===== config.mk =====
export PLATFORM = sky130hd
export DESIGN_NAME = lru_key_value_cache_unit
export DESIGN_NICKNAME = d
export VERILOG_FILES = /design/src/hw/rtl/lkvc_pkg.sv /design/src/hw/rtl/lru_key_value_cache_unit.sv /design/src/hw/rtl/lkvc_mem.sv /design/src/hw/rtl/lkvc_scan.sv /design/src/hw/rtl/lkvc_ctrl.sv
export SDC_FILE = /design/constraint.sdc
export NUM_CORES = 2
export LEC_CHECK = 0
export ABC_AREA = 1
export BUFFER_PORTS_ARGS = -buffer_cell sky130_fd_sc_hd__buf_2
export CAP_MARGIN = 25
export CORE_MARGIN = 2
export CORE_UTILIZATION = 39
export CTS_CLUSTER_DIAMETER = 120
export DETAILED_ROUTE_END_ITERATION = 10
export GPL_ROUTABILITY_DRIVEN = 0
export PLACE_DENSITY_LB_ADDON = 0.25
export SLEW_MARGIN = 40
export SYNTH_ARGS = -nofsm -noshare
export SYNTH_HDL_FRONTEND = slang
export SYNTH_SLANG_ARGS = --single-unit

===== constraint.sdc =====
create_clock -name clk -period 15.5 [get_ports clk]
set_input_delay 3.875 -clock clk [delete_from_list [all_inputs] [get_ports clk]]
set_output_delay 3.875 -clock clk [all_outputs]
set_load 0.005 [all_outputs]

===== src/hw/rtl/lkvc_pkg.sv =====
// Shared types and constants of the LRU key-value cache.
`default_nettype none
package lkvc_pkg;

  localparam int KEY_W    = 64;
  localparam int HANDLE_W = 32;
  localparam int STAMP_W  = 32;

  typedef enum logic [1:0] {
    OP_GET   = 2'd0,
    OP_PUT   = 2'd1,
    OP_CLEAR = 2'd2,
    OP_NOP   = 2'd3
  } op_t;

  // One result transaction.
  typedef struct packed {
    logic                hit;
    logic [HANDLE_W-1:0] read_handle;
    logic                release_valid;
    logic [HANDLE_W-1:0] release_handle;
    logic                last;
  } res_t;

  // Control from the sequencer to the scan unit.
  typedef struct packed {
    logic start;
    logic valid;
  } scan_ctl_t;

  // Findings of the scan unit.
  typedef struct packed {
    logic                hit;
    logic [HANDLE_W-1:0] hit_handle;
    logic [HANDLE_W-1:0] lru_handle;
  } scan_res_t;

endpackage
`default_nettype wire


===== src/hw/rtl/lru_key_value_cache_unit.sv =====
// Top level of the LRU key-value cache: memory, scan unit, sequencer, output register.
//
// Input channel (in_valid/in_ready) carries one request: in_op selects get,
// put, clear or no-op, in_key is the lookup tag (low KEY_BITS bits used) and
// in_handle is the value for a put. Result channel (out_valid/out_ready)
// carries hit, read_handle, release_valid, release_handle and last.
// Every request yields one result, except a clear of a non-empty table,
// which yields one release per stored entry with last on the final one.
// Requests are handled one at a time. A get or a non-null put with at least
// one stored entry sweeps the entry memory one read per cycle and then
// reaches the output register from the final step; the next request can be
// taken once the sequencer is back in idle. Null puts, no-ops and requests
// on an empty table go straight to the final step. A clear reads each
// stored entry and then emits it as a release.
// A waiting result sits in the output register while the next request is
// taken; when the receiver stalls, the sequencer holds its final step until
// the output register frees up, and no result is lost.
// Reset empties the table and clears the use counter; no clearing pass.
`default_nettype none
module lru_key_value_cache_unit
  import lkvc_pkg::*;
#(
  parameter int ENTRIES  = 16,
  parameter int KEY_BITS = 64
) (
  input  wire logic                clk,
  input  wire logic                rst_n,
  input  wire logic                in_valid,
  output logic                     in_ready,
  input  wire logic [1:0]          in_op,
  input  wire logic [KEY_W-1:0]    in_key,
  input  wire logic [HANDLE_W-1:0] in_handle,
  output logic                     out_valid,
  input  wire logic                out_ready,
  output logic                     out_hit,
  output logic      [HANDLE_W-1:0] out_read_handle,
  output logic                     out_release_valid,
  output logic      [HANDLE_W-1:0] out_release_handle,
  output logic                     out_last
);

  localparam int IDX_W  = $clog2(ENTRIES);
  localparam int WORD_W = KEY_BITS + HANDLE_W + STAMP_W;

  logic                rd_en, wr_en, push, slot_free;
  logic [IDX_W-1:0]    rd_addr, wr_addr, scan_idx, hit_idx, lru_idx;
  logic [WORD_W-1:0]   rd_data, wr_data;
  logic [KEY_BITS-1:0] scan_key;
  scan_ctl_t           scan_ctl;
  scan_res_t           scan_res;
  res_t                res;
  res_t                out_r;
  logic                out_valid_r, out_valid_nxt;

  lkvc_mem #(
    .DEPTH (ENTRIES),
    .WIDTH (WORD_W)
  ) u_mem (
    .clk     (clk),
    .rd_en   (rd_en),
    .rd_addr (rd_addr),
    .rd_data (rd_data),
    .wr_en   (wr_en),
    .wr_addr (wr_addr),
    .wr_data (wr_data)
  );

  lkvc_scan #(
    .ENTRIES  (ENTRIES),
    .KEY_BITS (KEY_BITS)
  ) u_scan (
    .clk     (clk),
    .rst_n   (rst_n),
    .ctl     (scan_ctl),
    .idx     (scan_idx),
    .word    (rd_data),
    .key     (scan_key),
    .res     (scan_res),
    .hit_idx (hit_idx),
    .lru_idx (lru_idx)
  );

  lkvc_ctrl #(
    .ENTRIES  (ENTRIES),
    .KEY_BITS (KEY_BITS)
  ) u_ctrl (
    .clk       (clk),
    .rst_n     (rst_n),
    .in_valid  (in_valid),
    .in_ready  (in_ready),
    .in_op     (in_op),
    .in_key    (in_key),
    .in_handle (in_handle),
    .slot_free (slot_free),
    .push      (push),
    .res       (res),
    .rd_en     (rd_en),
    .rd_addr   (rd_addr),
    .rd_data   (rd_data),
    .wr_en     (wr_en),
    .wr_addr   (wr_addr),
    .wr_data   (wr_data),
    .scan_ctl  (scan_ctl),
    .scan_idx  (scan_idx),
    .scan_key  (scan_key),
    .scan_res  (scan_res),
    .hit_idx   (hit_idx),
    .lru_idx   (lru_idx)
  );

  // Output register: free when empty or being taken this cycle.
  assign slot_free     = !out_valid_r || out_ready;
  assign out_valid_nxt = push || (out_valid_r && !out_ready);

  always_ff @(posedge clk) begin
    if (!rst_n) begin
      out_valid_r <= 1'b0;
    end else begin
      out_valid_r <= out_valid_nxt;
    end
  end

  always_ff @(posedge clk) begin
    if (push) begin
      out_r <= res;
    end
  end

  assign out_valid          = out_valid_r;
  assign out_hit            = out_r.hit;
  assign out_read_handle    = out_r.read_handle;
  assign out_release_valid  = out_r.release_valid;
  assign out_release_handle = out_r.release_handle;
  assign out_last           = out_r.last;

endmodule
`default_nettype wire


===== src/hw/rtl/lkvc_mem.sv =====
// Entry memory with one write port and one registered read port.
`default_nettype none
module lkvc_mem #(
  parameter int DEPTH = 16,
  parameter int WIDTH = 128,
  parameter int IDX_W = $clog2(DEPTH)
) (
  input  wire logic             clk,
  input  wire logic             rd_en,
  input  wire logic [IDX_W-1:0] rd_addr,
  output logic      [WIDTH-1:0] rd_data,
  input  wire logic             wr_en,
  input  wire logic [IDX_W-1:0] wr_addr,
  input  wire logic [WIDTH-1:0] wr_data
);

  logic [WIDTH-1:0] mem [DEPTH];

  // Write port.
  always_ff @(posedge clk) begin
    if (wr_en) begin
      mem[wr_addr] <= wr_data;
    end
  end

  // Read port; the data holds while no read is issued.
  always_ff @(posedge clk) begin
    if (rd_en) begin
      rd_data <= mem[rd_addr];
    end
  end

endmodule
`default_nettype wire


===== src/hw/rtl/lkvc_scan.sv =====
// Scan unit: finds the first key match and the oldest stamp over a sweep.
`default_nettype none
module lkvc_scan
  import lkvc_pkg::*;
#(
  parameter int ENTRIES  = 16,
  parameter int KEY_BITS = 64,
  parameter int IDX_W    = $clog2(ENTRIES),
  parameter int WORD_W   = KEY_BITS + HANDLE_W + STAMP_W
) (
  input  wire logic                clk,
  input  wire logic                rst_n,
  input  wire scan_ctl_t           ctl,
  input  wire logic [IDX_W-1:0]    idx,
  input  wire logic [WORD_W-1:0]   word,
  input  wire logic [KEY_BITS-1:0] key,
  output scan_res_t                res,
  output logic      [IDX_W-1:0]    hit_idx,
  output logic      [IDX_W-1:0]    lru_idx
);

  logic                hit_r, first_r;
  logic [HANDLE_W-1:0] hit_handle_r, lru_handle_r;
  logic [STAMP_W-1:0]  min_r;
  logic [IDX_W-1:0]    hit_idx_r, lru_idx_r;

  logic [KEY_BITS-1:0] w_key;
  logic [HANDLE_W-1:0] w_handle;
  logic [STAMP_W-1:0]  w_stamp;

  assign w_key    = word[WORD_W-1 -: KEY_BITS];
  assign w_handle = word[STAMP_W +: HANDLE_W];
  assign w_stamp  = word[STAMP_W-1:0];

  // Match and minimum tracking flags.
  always_ff @(posedge clk) begin
    if (!rst_n) begin
      hit_r   <= 1'b0;
      first_r <= 1'b1;
    end else if (ctl.start) begin
      hit_r   <= 1'b0;
      first_r <= 1'b1;
    end else if (ctl.valid) begin
      first_r <= 1'b0;
      if (!hit_r && w_key == key) begin
        hit_r <= 1'b1;
      end
    end
  end

  // Captured payload of the match and of the oldest entry; ties keep the lower index.
  always_ff @(posedge clk) begin
    if (ctl.valid && !ctl.start) begin
      if (!hit_r && w_key == key) begin
        hit_idx_r    <= idx;
        hit_handle_r <= w_handle;
      end
      if (first_r || w_stamp < min_r) begin
        min_r        <= w_stamp;
        lru_idx_r    <= idx;
        lru_handle_r <= w_handle;
      end
    end
  end

  assign res.hit        = hit_r;
  assign res.hit_handle = hit_handle_r;
  assign res.lru_handle = lru_handle_r;
  assign hit_idx        = hit_idx_r;
  assign lru_idx        = lru_idx_r;

endmodule
`default_nettype wire


===== src/hw/rtl/lkvc_ctrl.sv =====
// Sequencer: accepts requests, sweeps the entry memory, writes back and emits clear releases.
`default_nettype none
module lkvc_ctrl
  import lkvc_pkg::*;
#(
  parameter int ENTRIES  = 16,
  parameter int KEY_BITS = 64,
  parameter int IDX_W    = $clog2(ENTRIES),
  parameter int CNT_W    = $clog2(ENTRIES + 1),
  parameter int WORD_W   = KEY_BITS + HANDLE_W + STAMP_W
) (
  input  wire logic                clk,
  input  wire logic                rst_n,
  input  wire logic                in_valid,
  output logic                     in_ready,
  input  wire logic [1:0]          in_op,
  input  wire logic [KEY_W-1:0]    in_key,
  input  wire logic [HANDLE_W-1:0] in_handle,
  input  wire logic                slot_free,
  output logic                     push,
  output res_t                     res,
  output logic                     rd_en,
  output logic      [IDX_W-1:0]    rd_addr,
  input  wire logic [WORD_W-1:0]   rd_data,
  output logic                     wr_en,
  output logic      [IDX_W-1:0]    wr_addr,
  output logic      [WORD_W-1:0]   wr_data,
  output scan_ctl_t                scan_ctl,
  output logic      [IDX_W-1:0]    scan_idx,
  output logic      [KEY_BITS-1:0] scan_key,
  input  wire scan_res_t           scan_res,
  input  wire logic [IDX_W-1:0]    hit_idx,
  input  wire logic [IDX_W-1:0]    lru_idx
);

  typedef enum logic [4:0] {
    S_IDLE   = 5'b00001,
    S_SCAN   = 5'b00010,
    S_FIN    = 5'b00100,
    S_CLR_RD = 5'b01000,
    S_CLR_EM = 5'b10000
  } state_t;

  state_t              state_r, state_nxt;
  op_t                 op_r, op_nxt;
  logic [KEY_BITS-1:0] key_r, key_nxt;
  logic [HANDLE_W-1:0] handle_r, handle_nxt;
  logic [CNT_W-1:0]    count_r, count_nxt;
  logic [CNT_W-1:0]    issue_r, issue_nxt;
  logic [STAMP_W-1:0]  ctr_r, ctr_nxt;
  logic                pend_r, pend_nxt;
  logic [IDX_W-1:0]    cmp_idx_r, cmp_idx_nxt;
  logic [STAMP_W-1:0]  ctr_inc;
  logic [HANDLE_W-1:0] rd_handle;
  logic                clr_last;

  assign ctr_inc   = ctr_r + STAMP_W'(1);
  assign rd_handle = rd_data[STAMP_W +: HANDLE_W];
  assign clr_last  = (issue_r + CNT_W'(1)) == count_r;
  assign in_ready  = (state_r == S_IDLE);
  assign scan_key  = key_r;
  assign scan_idx  = cmp_idx_r;

  // Next-state and datapath decisions.
  always_comb begin
    state_nxt   = state_r;
    op_nxt      = op_r;
    key_nxt     = key_r;
    handle_nxt  = handle_r;
    count_nxt   = count_r;
    issue_nxt   = issue_r;
    ctr_nxt     = ctr_r;
    pend_nxt    = 1'b0;
    cmp_idx_nxt = cmp_idx_r;
    push        = 1'b0;
    res         = '0;
    res.last    = 1'b1;
    rd_en       = 1'b0;
    rd_addr     = issue_r[IDX_W-1:0];
    wr_en       = 1'b0;
    wr_addr     = hit_idx;
    wr_data     = {key_r, handle_r, ctr_inc};
    scan_ctl    = '0;

    unique case (state_r)
      S_IDLE: begin
        if (in_valid) begin
          op_nxt         = op_t'(in_op);
          key_nxt        = in_key[KEY_BITS-1:0];
          handle_nxt     = in_handle;
          issue_nxt      = '0;
          scan_ctl.start = 1'b1;
          if ((op_t'(in_op) == OP_GET ||
               (op_t'(in_op) == OP_PUT && in_handle != '0)) && count_r != '0) begin
            state_nxt = S_SCAN;
          end else if (op_t'(in_op) == OP_CLEAR && count_r != '0) begin
            state_nxt = S_CLR_RD;
          end else begin
            state_nxt = S_FIN;
          end
        end
      end

      // One read per cycle; each entry is compared the cycle after its read.
      S_SCAN: begin
        scan_ctl.valid = pend_r;
        if (issue_r < count_r) begin
          rd_en       = 1'b1;
          pend_nxt    = 1'b1;
          cmp_idx_nxt = issue_r[IDX_W-1:0];
          issue_nxt   = issue_r + CNT_W'(1);
        end else begin
          state_nxt = S_FIN;
        end
      end

      // Produce the single result and, for a get hit or a non-null put, write the entry.
      S_FIN: begin
        if (slot_free) begin
          push      = 1'b1;
          state_nxt = S_IDLE;
          case (op_r)
            OP_GET: begin
              ctr_nxt = ctr_inc;
              if (scan_res.hit) begin
                res.hit         = 1'b1;
                res.read_handle = scan_res.hit_handle;
                wr_en           = 1'b1;
                wr_addr         = hit_idx;
                wr_data         = {key_r, scan_res.hit_handle, ctr_inc};
              end
            end
            OP_PUT: begin
              if (handle_r != '0) begin
                ctr_nxt = ctr_inc;
                wr_en   = 1'b1;
                if (scan_res.hit) begin
                  res.hit = 1'b1;
                  wr_addr = hit_idx;
                  if (scan_res.hit_handle != handle_r) begin
                    res.release_valid  = 1'b1;
                    res.release_handle = scan_res.hit_handle;
                  end
                end else if (count_r < CNT_W'(ENTRIES)) begin
                  wr_addr   = count_r[IDX_W-1:0];
                  count_nxt = count_r + CNT_W'(1);
                end else begin
                  wr_addr = lru_idx;
                  if (scan_res.lru_handle != '0) begin
                    res.release_valid  = 1'b1;
                    res.release_handle = scan_res.lru_handle;
                  end
                end
              end
            end
            default: begin
            end
          endcase
        end
      end

      S_CLR_RD: begin
        rd_en     = 1'b1;
        state_nxt = S_CLR_EM;
      end

      // Emit one release per stored entry.
      S_CLR_EM: begin
        if (slot_free) begin
          push               = 1'b1;
          res.release_valid  = 1'b1;
          res.release_handle = rd_handle;
          res.last           = clr_last;
          if (clr_last) begin
            count_nxt = '0;
            state_nxt = S_IDLE;
          end else begin
            issue_nxt = issue_r + CNT_W'(1);
            state_nxt = S_CLR_RD;
          end
        end
      end

      default: begin
        state_nxt = S_IDLE;
      end
    endcase
  end

  // Control registers.
  always_ff @(posedge clk) begin
    if (!rst_n) begin
      state_r <= S_IDLE;
      count_r <= '0;
      ctr_r   <= '0;
      pend_r  <= 1'b0;
      issue_r <= '0;
    end else begin
      state_r <= state_nxt;
      count_r <= count_nxt;
      ctr_r   <= ctr_nxt;
      pend_r  <= pend_nxt;
      issue_r <= issue_nxt;
    end
  end

  // Request payload registers.
  always_ff @(posedge clk) begin
    op_r      <= op_nxt;
    key_r     <= key_nxt;
    handle_r  <= handle_nxt;
    cmp_idx_r <= cmp_idx_nxt;
  end

endmodule
`default_nettype wire

==> results.sh <==
export IMPL_maxCapViolCount=0
export IMPL_tightest_slew_ns=0.8976
export IMPL_area_growth_pct=14.12
export IMPL_cts_buffer_depth=4
export IMPL_routedWlPerCell_um=24.10
export IMPL_synth_area_top_cells="edfxtp_1 (75%), o21ai_0 (6.3%), nor2_1 (5.0%)"
export IMPL_rsz0062_at_grt="false"
export IMPL_p_seq_share_pct=44.8
export IMPL_timing_hold_ws_ns=0.4487
export IMPL_fin_nets=7676
export IMPL_num_io_pins=171
export IMPL_yosys_cell_count_top_type="edfxtp_1"
export IMPL_power_w=0.01821
export IMPL_path_clk_slew_ns=0.06
export IMPL_std_cell_rows=184
export IMPL_power_switching_w=0.005551
export IMPL_post_cts_setup_buffers=0
export IMPL_drive_above_1_share_pct=10.47
export IMPL_p_per_area_nw_per_um2=162.5
export IMPL_comb_power_share_pct=20.7
export IMPL_synth_enable_flop_cells=2449
export IMPL_power_frac_clock_pct=34.5
export IMPL_cp_data_arrival_time_ns=7.59
export IMPL_dieArea_um2=255800
export IMPL_synth_flop_cell="edfxtp_1"
export IMPL_synth_largest_area_cell="edfxtp_1"
export IMPL_cts_tree="done"
export IMPL_slew_headroom_pct=40.16
export IMPL_end_kind="register"
export IMPL_drc_errors=0
export IMPL_post_synth_inst_count=7357
export IMPL_grt_start_max_net_pins=204
export IMPL_antenna_left=0
export IMPL_cp_start_kind="primary input"
export IMPL_reg2reg_depth=10
export IMPL_synthArstFlopShare_pct=0
export IMPL_ys_types=46
export IMPL_hold_viol=0
export IMPL_ir_drop_uv=117.5
export IMPL_achievable_frequency_mhz=141.8
export IMPL_outcome="complete, no violations"
export IMPL_place_hpwl_mm=141.3
export IMPL_synthTopCellsByCount="edfxtp_1 (2449), nor2_1 (1320), o21ai_0 (1238), nand2_1 (505), o22ai_1 (341)"
export IMPL_die_h_um=505.8
export IMPL_holdPathStages=0
export IMPL_drt_initial_drc_count=6664
export IMPL_grt_pass1_wl_mm=393.1
export IMPL_fin_crit_sh_pct=45.49
export IMPL_vias=61400
export IMPL_ys_seq_area_share_pct=75.92
export IMPL_final_max_slew_viol_count=0
export IMPL_hold_class="register to register"
export IMPL_final_setup_worst_slack_ns=8.449
export IMPL_vias_per_cell=5.540
export IMPL_skew_ns=0.04149
export IMPL_first_pass_iters=5
export IMPL_postCtsResizedCells=0
export IMPL_syn_avg_cell_area_um2=13.35
export IMPL_cp_required_ns=16.04
export IMPL_synth_net_count=7499
export IMPL_rrSetupSlack_ns=10.28
export IMPL_place_ws_ns=7.581
export IMPL_hold_start="u_ctrl.scan_idx[1]$_DFFE_PP_"
export IMPL_clk_latency_ns=0.92
export IMPL_netlist_area_um2=98210
export IMPL_routed_wl_mm=267.1
export IMPL_cts_sinks=2500
export IMPL_fin_util_pct=44.66
export IMPL_initial_core_util_pct=39.14
export IMPL_yosys_area_top_type_share_pct=74.88
export IMPL_clk_root_buffer_cell="clkbuf_16"
export IMPL_track_usage_pct=20.27
export IMPL_fp_coreArea_um2=250900
export IMPL_p_int_w=0.01266
export IMPL_synth_warnings=0
export IMPL_fp_dieW_um=505.8
export IMPL_cts_buffers=284
export IMPL_setup_viol=0
export IMPL_nFillCells=22390
export IMPL_ctsHoldBuffers=0
export IMPL_worstReg2RegEnd="u_mem.rd_data[70]$_DFFE_PP_"
export IMPL_port_buffers=170
export IMPL_synth_seq_cells=2500
export IMPL_tns_ns=0
export IMPL_period_minus_slack_ns=7.051
export IMPL_rr_startpoint="u_ctrl.issue_r[0]$_SDFFE_PN0P_"
export IMPL_critPathMaxFanout=50
export IMPL_hold_path_end="u_scan.lru_idx[1]$_DFFE_PP_"
export IMPL_grt_pass1_vias=58930
export IMPL_htreeDepth=5
export IMPL_antenna_found_initial=6
export IMPL_switching_share_pct=30.48
export IMPL_path_class="primary input to register"
export IMPL_grt_ovfl_total=0
export IMPL_p_leak_nw=37.80
[how the worst max path moves through the flow]
| stage | startpoint | to | depth (start not counted) |
|---|---|---|---|
| after detailed placement | out_ready | u_mem.mem[2][70]$_DFFE_PP_ | 11 |
| after CTS | out_ready | u_mem.mem[2][67]$_DFFE_PP_ | 11 |
| after floorplan | out_ready | u_mem.mem[2][0]$_DFFE_PP_ | 7 |
| after global placement | out_ready | u_mem.mem[2][70]$_DFFE_PP_ | 11 |
| final | out_ready | u_mem.mem[2][68]$_DFFE_PP_ | 11 |
| after global routing | out_ready | u_mem.mem[2][67]$_DFFE_PP_ | 12 |
[routing by layer]
layer / global-route usage, % / share of wire, %
met5: 0 / 0.016
met4: 5.402 / 2.4
met3: 2.683 / 6.5
met2: 32.92 / 47
met1: 28.76 / 44
[power groups by stage]
stage | registers [W] | clock network [W] | logic (W)
2_1_floorplan | 0.00822 | 0 | 0.00245
3_3_place_gp | 0.00833 | 0 | 0.00364
3_5_place_dp | 0.00831 | 0 | 0.00374
4_1_cts | 0.00817 | 0.00639 | 0.00375
5_1_grt | 0.00818 | 0.00665 | 0.00417
6_report | 0.00816 | 0.00627 | 0.00377
[critical path, cell delays in order]
cell     delay, ns
buf_2         0.11
nor2_1        0.13
nor2_4        0.22
nand4_4       0.18
o21ai_0       0.49
nand3_1       0.30
nor2_4        0.16
buf_4         0.38
buf_12        0.27
buf_6         0.65
buf_4         0.72
[state kept, by name, summed over array words and instances (netlist names), 2 cells and up]
name                 count
u_mem.mem             2048
u_mem.rd_data          128
u_ctrl.scan_key         64
out_read_handle         32
out_release_handle      32
u_ctrl.ctr_r            32
u_ctrl.handle_r         32
u_scan.hit_handle_r     32
u_scan.lru_handle_r     32
u_scan.min_r            32
u_ctrl.count_r           5
u_ctrl.issue_r           5
u_ctrl.state_r           5
u_ctrl.scan_idx          4
u_scan.hit_idx           4
u_scan.lru_idx           4
u_ctrl.op_r              2
[final cells by class]
type / instances / area [µm²] / area share, %
well taps: 3348 / 4189 / 3.738
inverters: 238 / 920.9 / 0.8217
diodes: 1 / 2.502 / 0.002233
clock buffers: 352 / 7477 / 6.672
clock inverters: 133 / 1062 / 0.9478
repair buffers: 358 / 2815 / 2.512
flip-flops and latches: 2500 / 74580 / 66.54
multi-input cells: 4152 / 21030 / 18.77
[metrics by stage]
step / instance area, µm² / std cells
2_1_floorplan: 98210 / 7357
3_3_place_gp: 102900 / 10570
3_5_place_dp: 103200 / 10580
4_1_cts: 111700 / 11070
5_1_grt: 112100 / 11080
6_report: 112100 / 11080
[kinds of logic (layout without fill, tap and decap cells)]
group | count (synthesis) | count (layout) | share of synthesized area, %
AOI/OAI and AO/OA | 1986 | 1986 | 11.70
xor gates and xnor gates | 47 | 47 | 0.4192
adders and majority gates | 40 | 40 | 0.5096
buffers and inverters | 705 | 1081 | 2.921
DFF | 2500 | 2500 | 75.92
muxes | 16 | 16 | 0.1631
other | 0 | 1 | 0
and+or+nand+nor | 2063 | 2063 | 8.365
[layout by cell type, fill, tap and decap left out, types with 6 or more instances in the layout]
cell       synthesis  final
a21oi_1           36     36
ha_1              40     40
o32ai_1           10     10
clkinv_1           2     53
clkinv_2           0     50
mux2i_1           16     16
nor2_1          1320   1303
xor2_2             0      6
o21ai_0         1238   1229
inv_1            228    227
dfxtp_1           51     47
nand2_1          505    504
buf_6              3     32
nand4_1           41     41
inv_6              0      8
nand3_1          134    134
a31oi_1            7      7
buf_4             22    127
o211ai_1          75     75
buf_16             0     10
o22ai_1          341    341
clkbuf_16          0    288
xnor2_1           18     16
bufinv_16          0     16
nor3_1            23     23
o21ai_2            0      8
nor2_4             3     20
or2_2              9      9
inv_2              8      6
nor4_1             9      9
buf_12             0     18
clkbuf_1         335     61
buf_2             94    170
xor2_1            29     22
o21ai_1           43     44
o221ai_1         220    220
edfxtp_1        2449   2449
(Power assumes the default switching activity.)
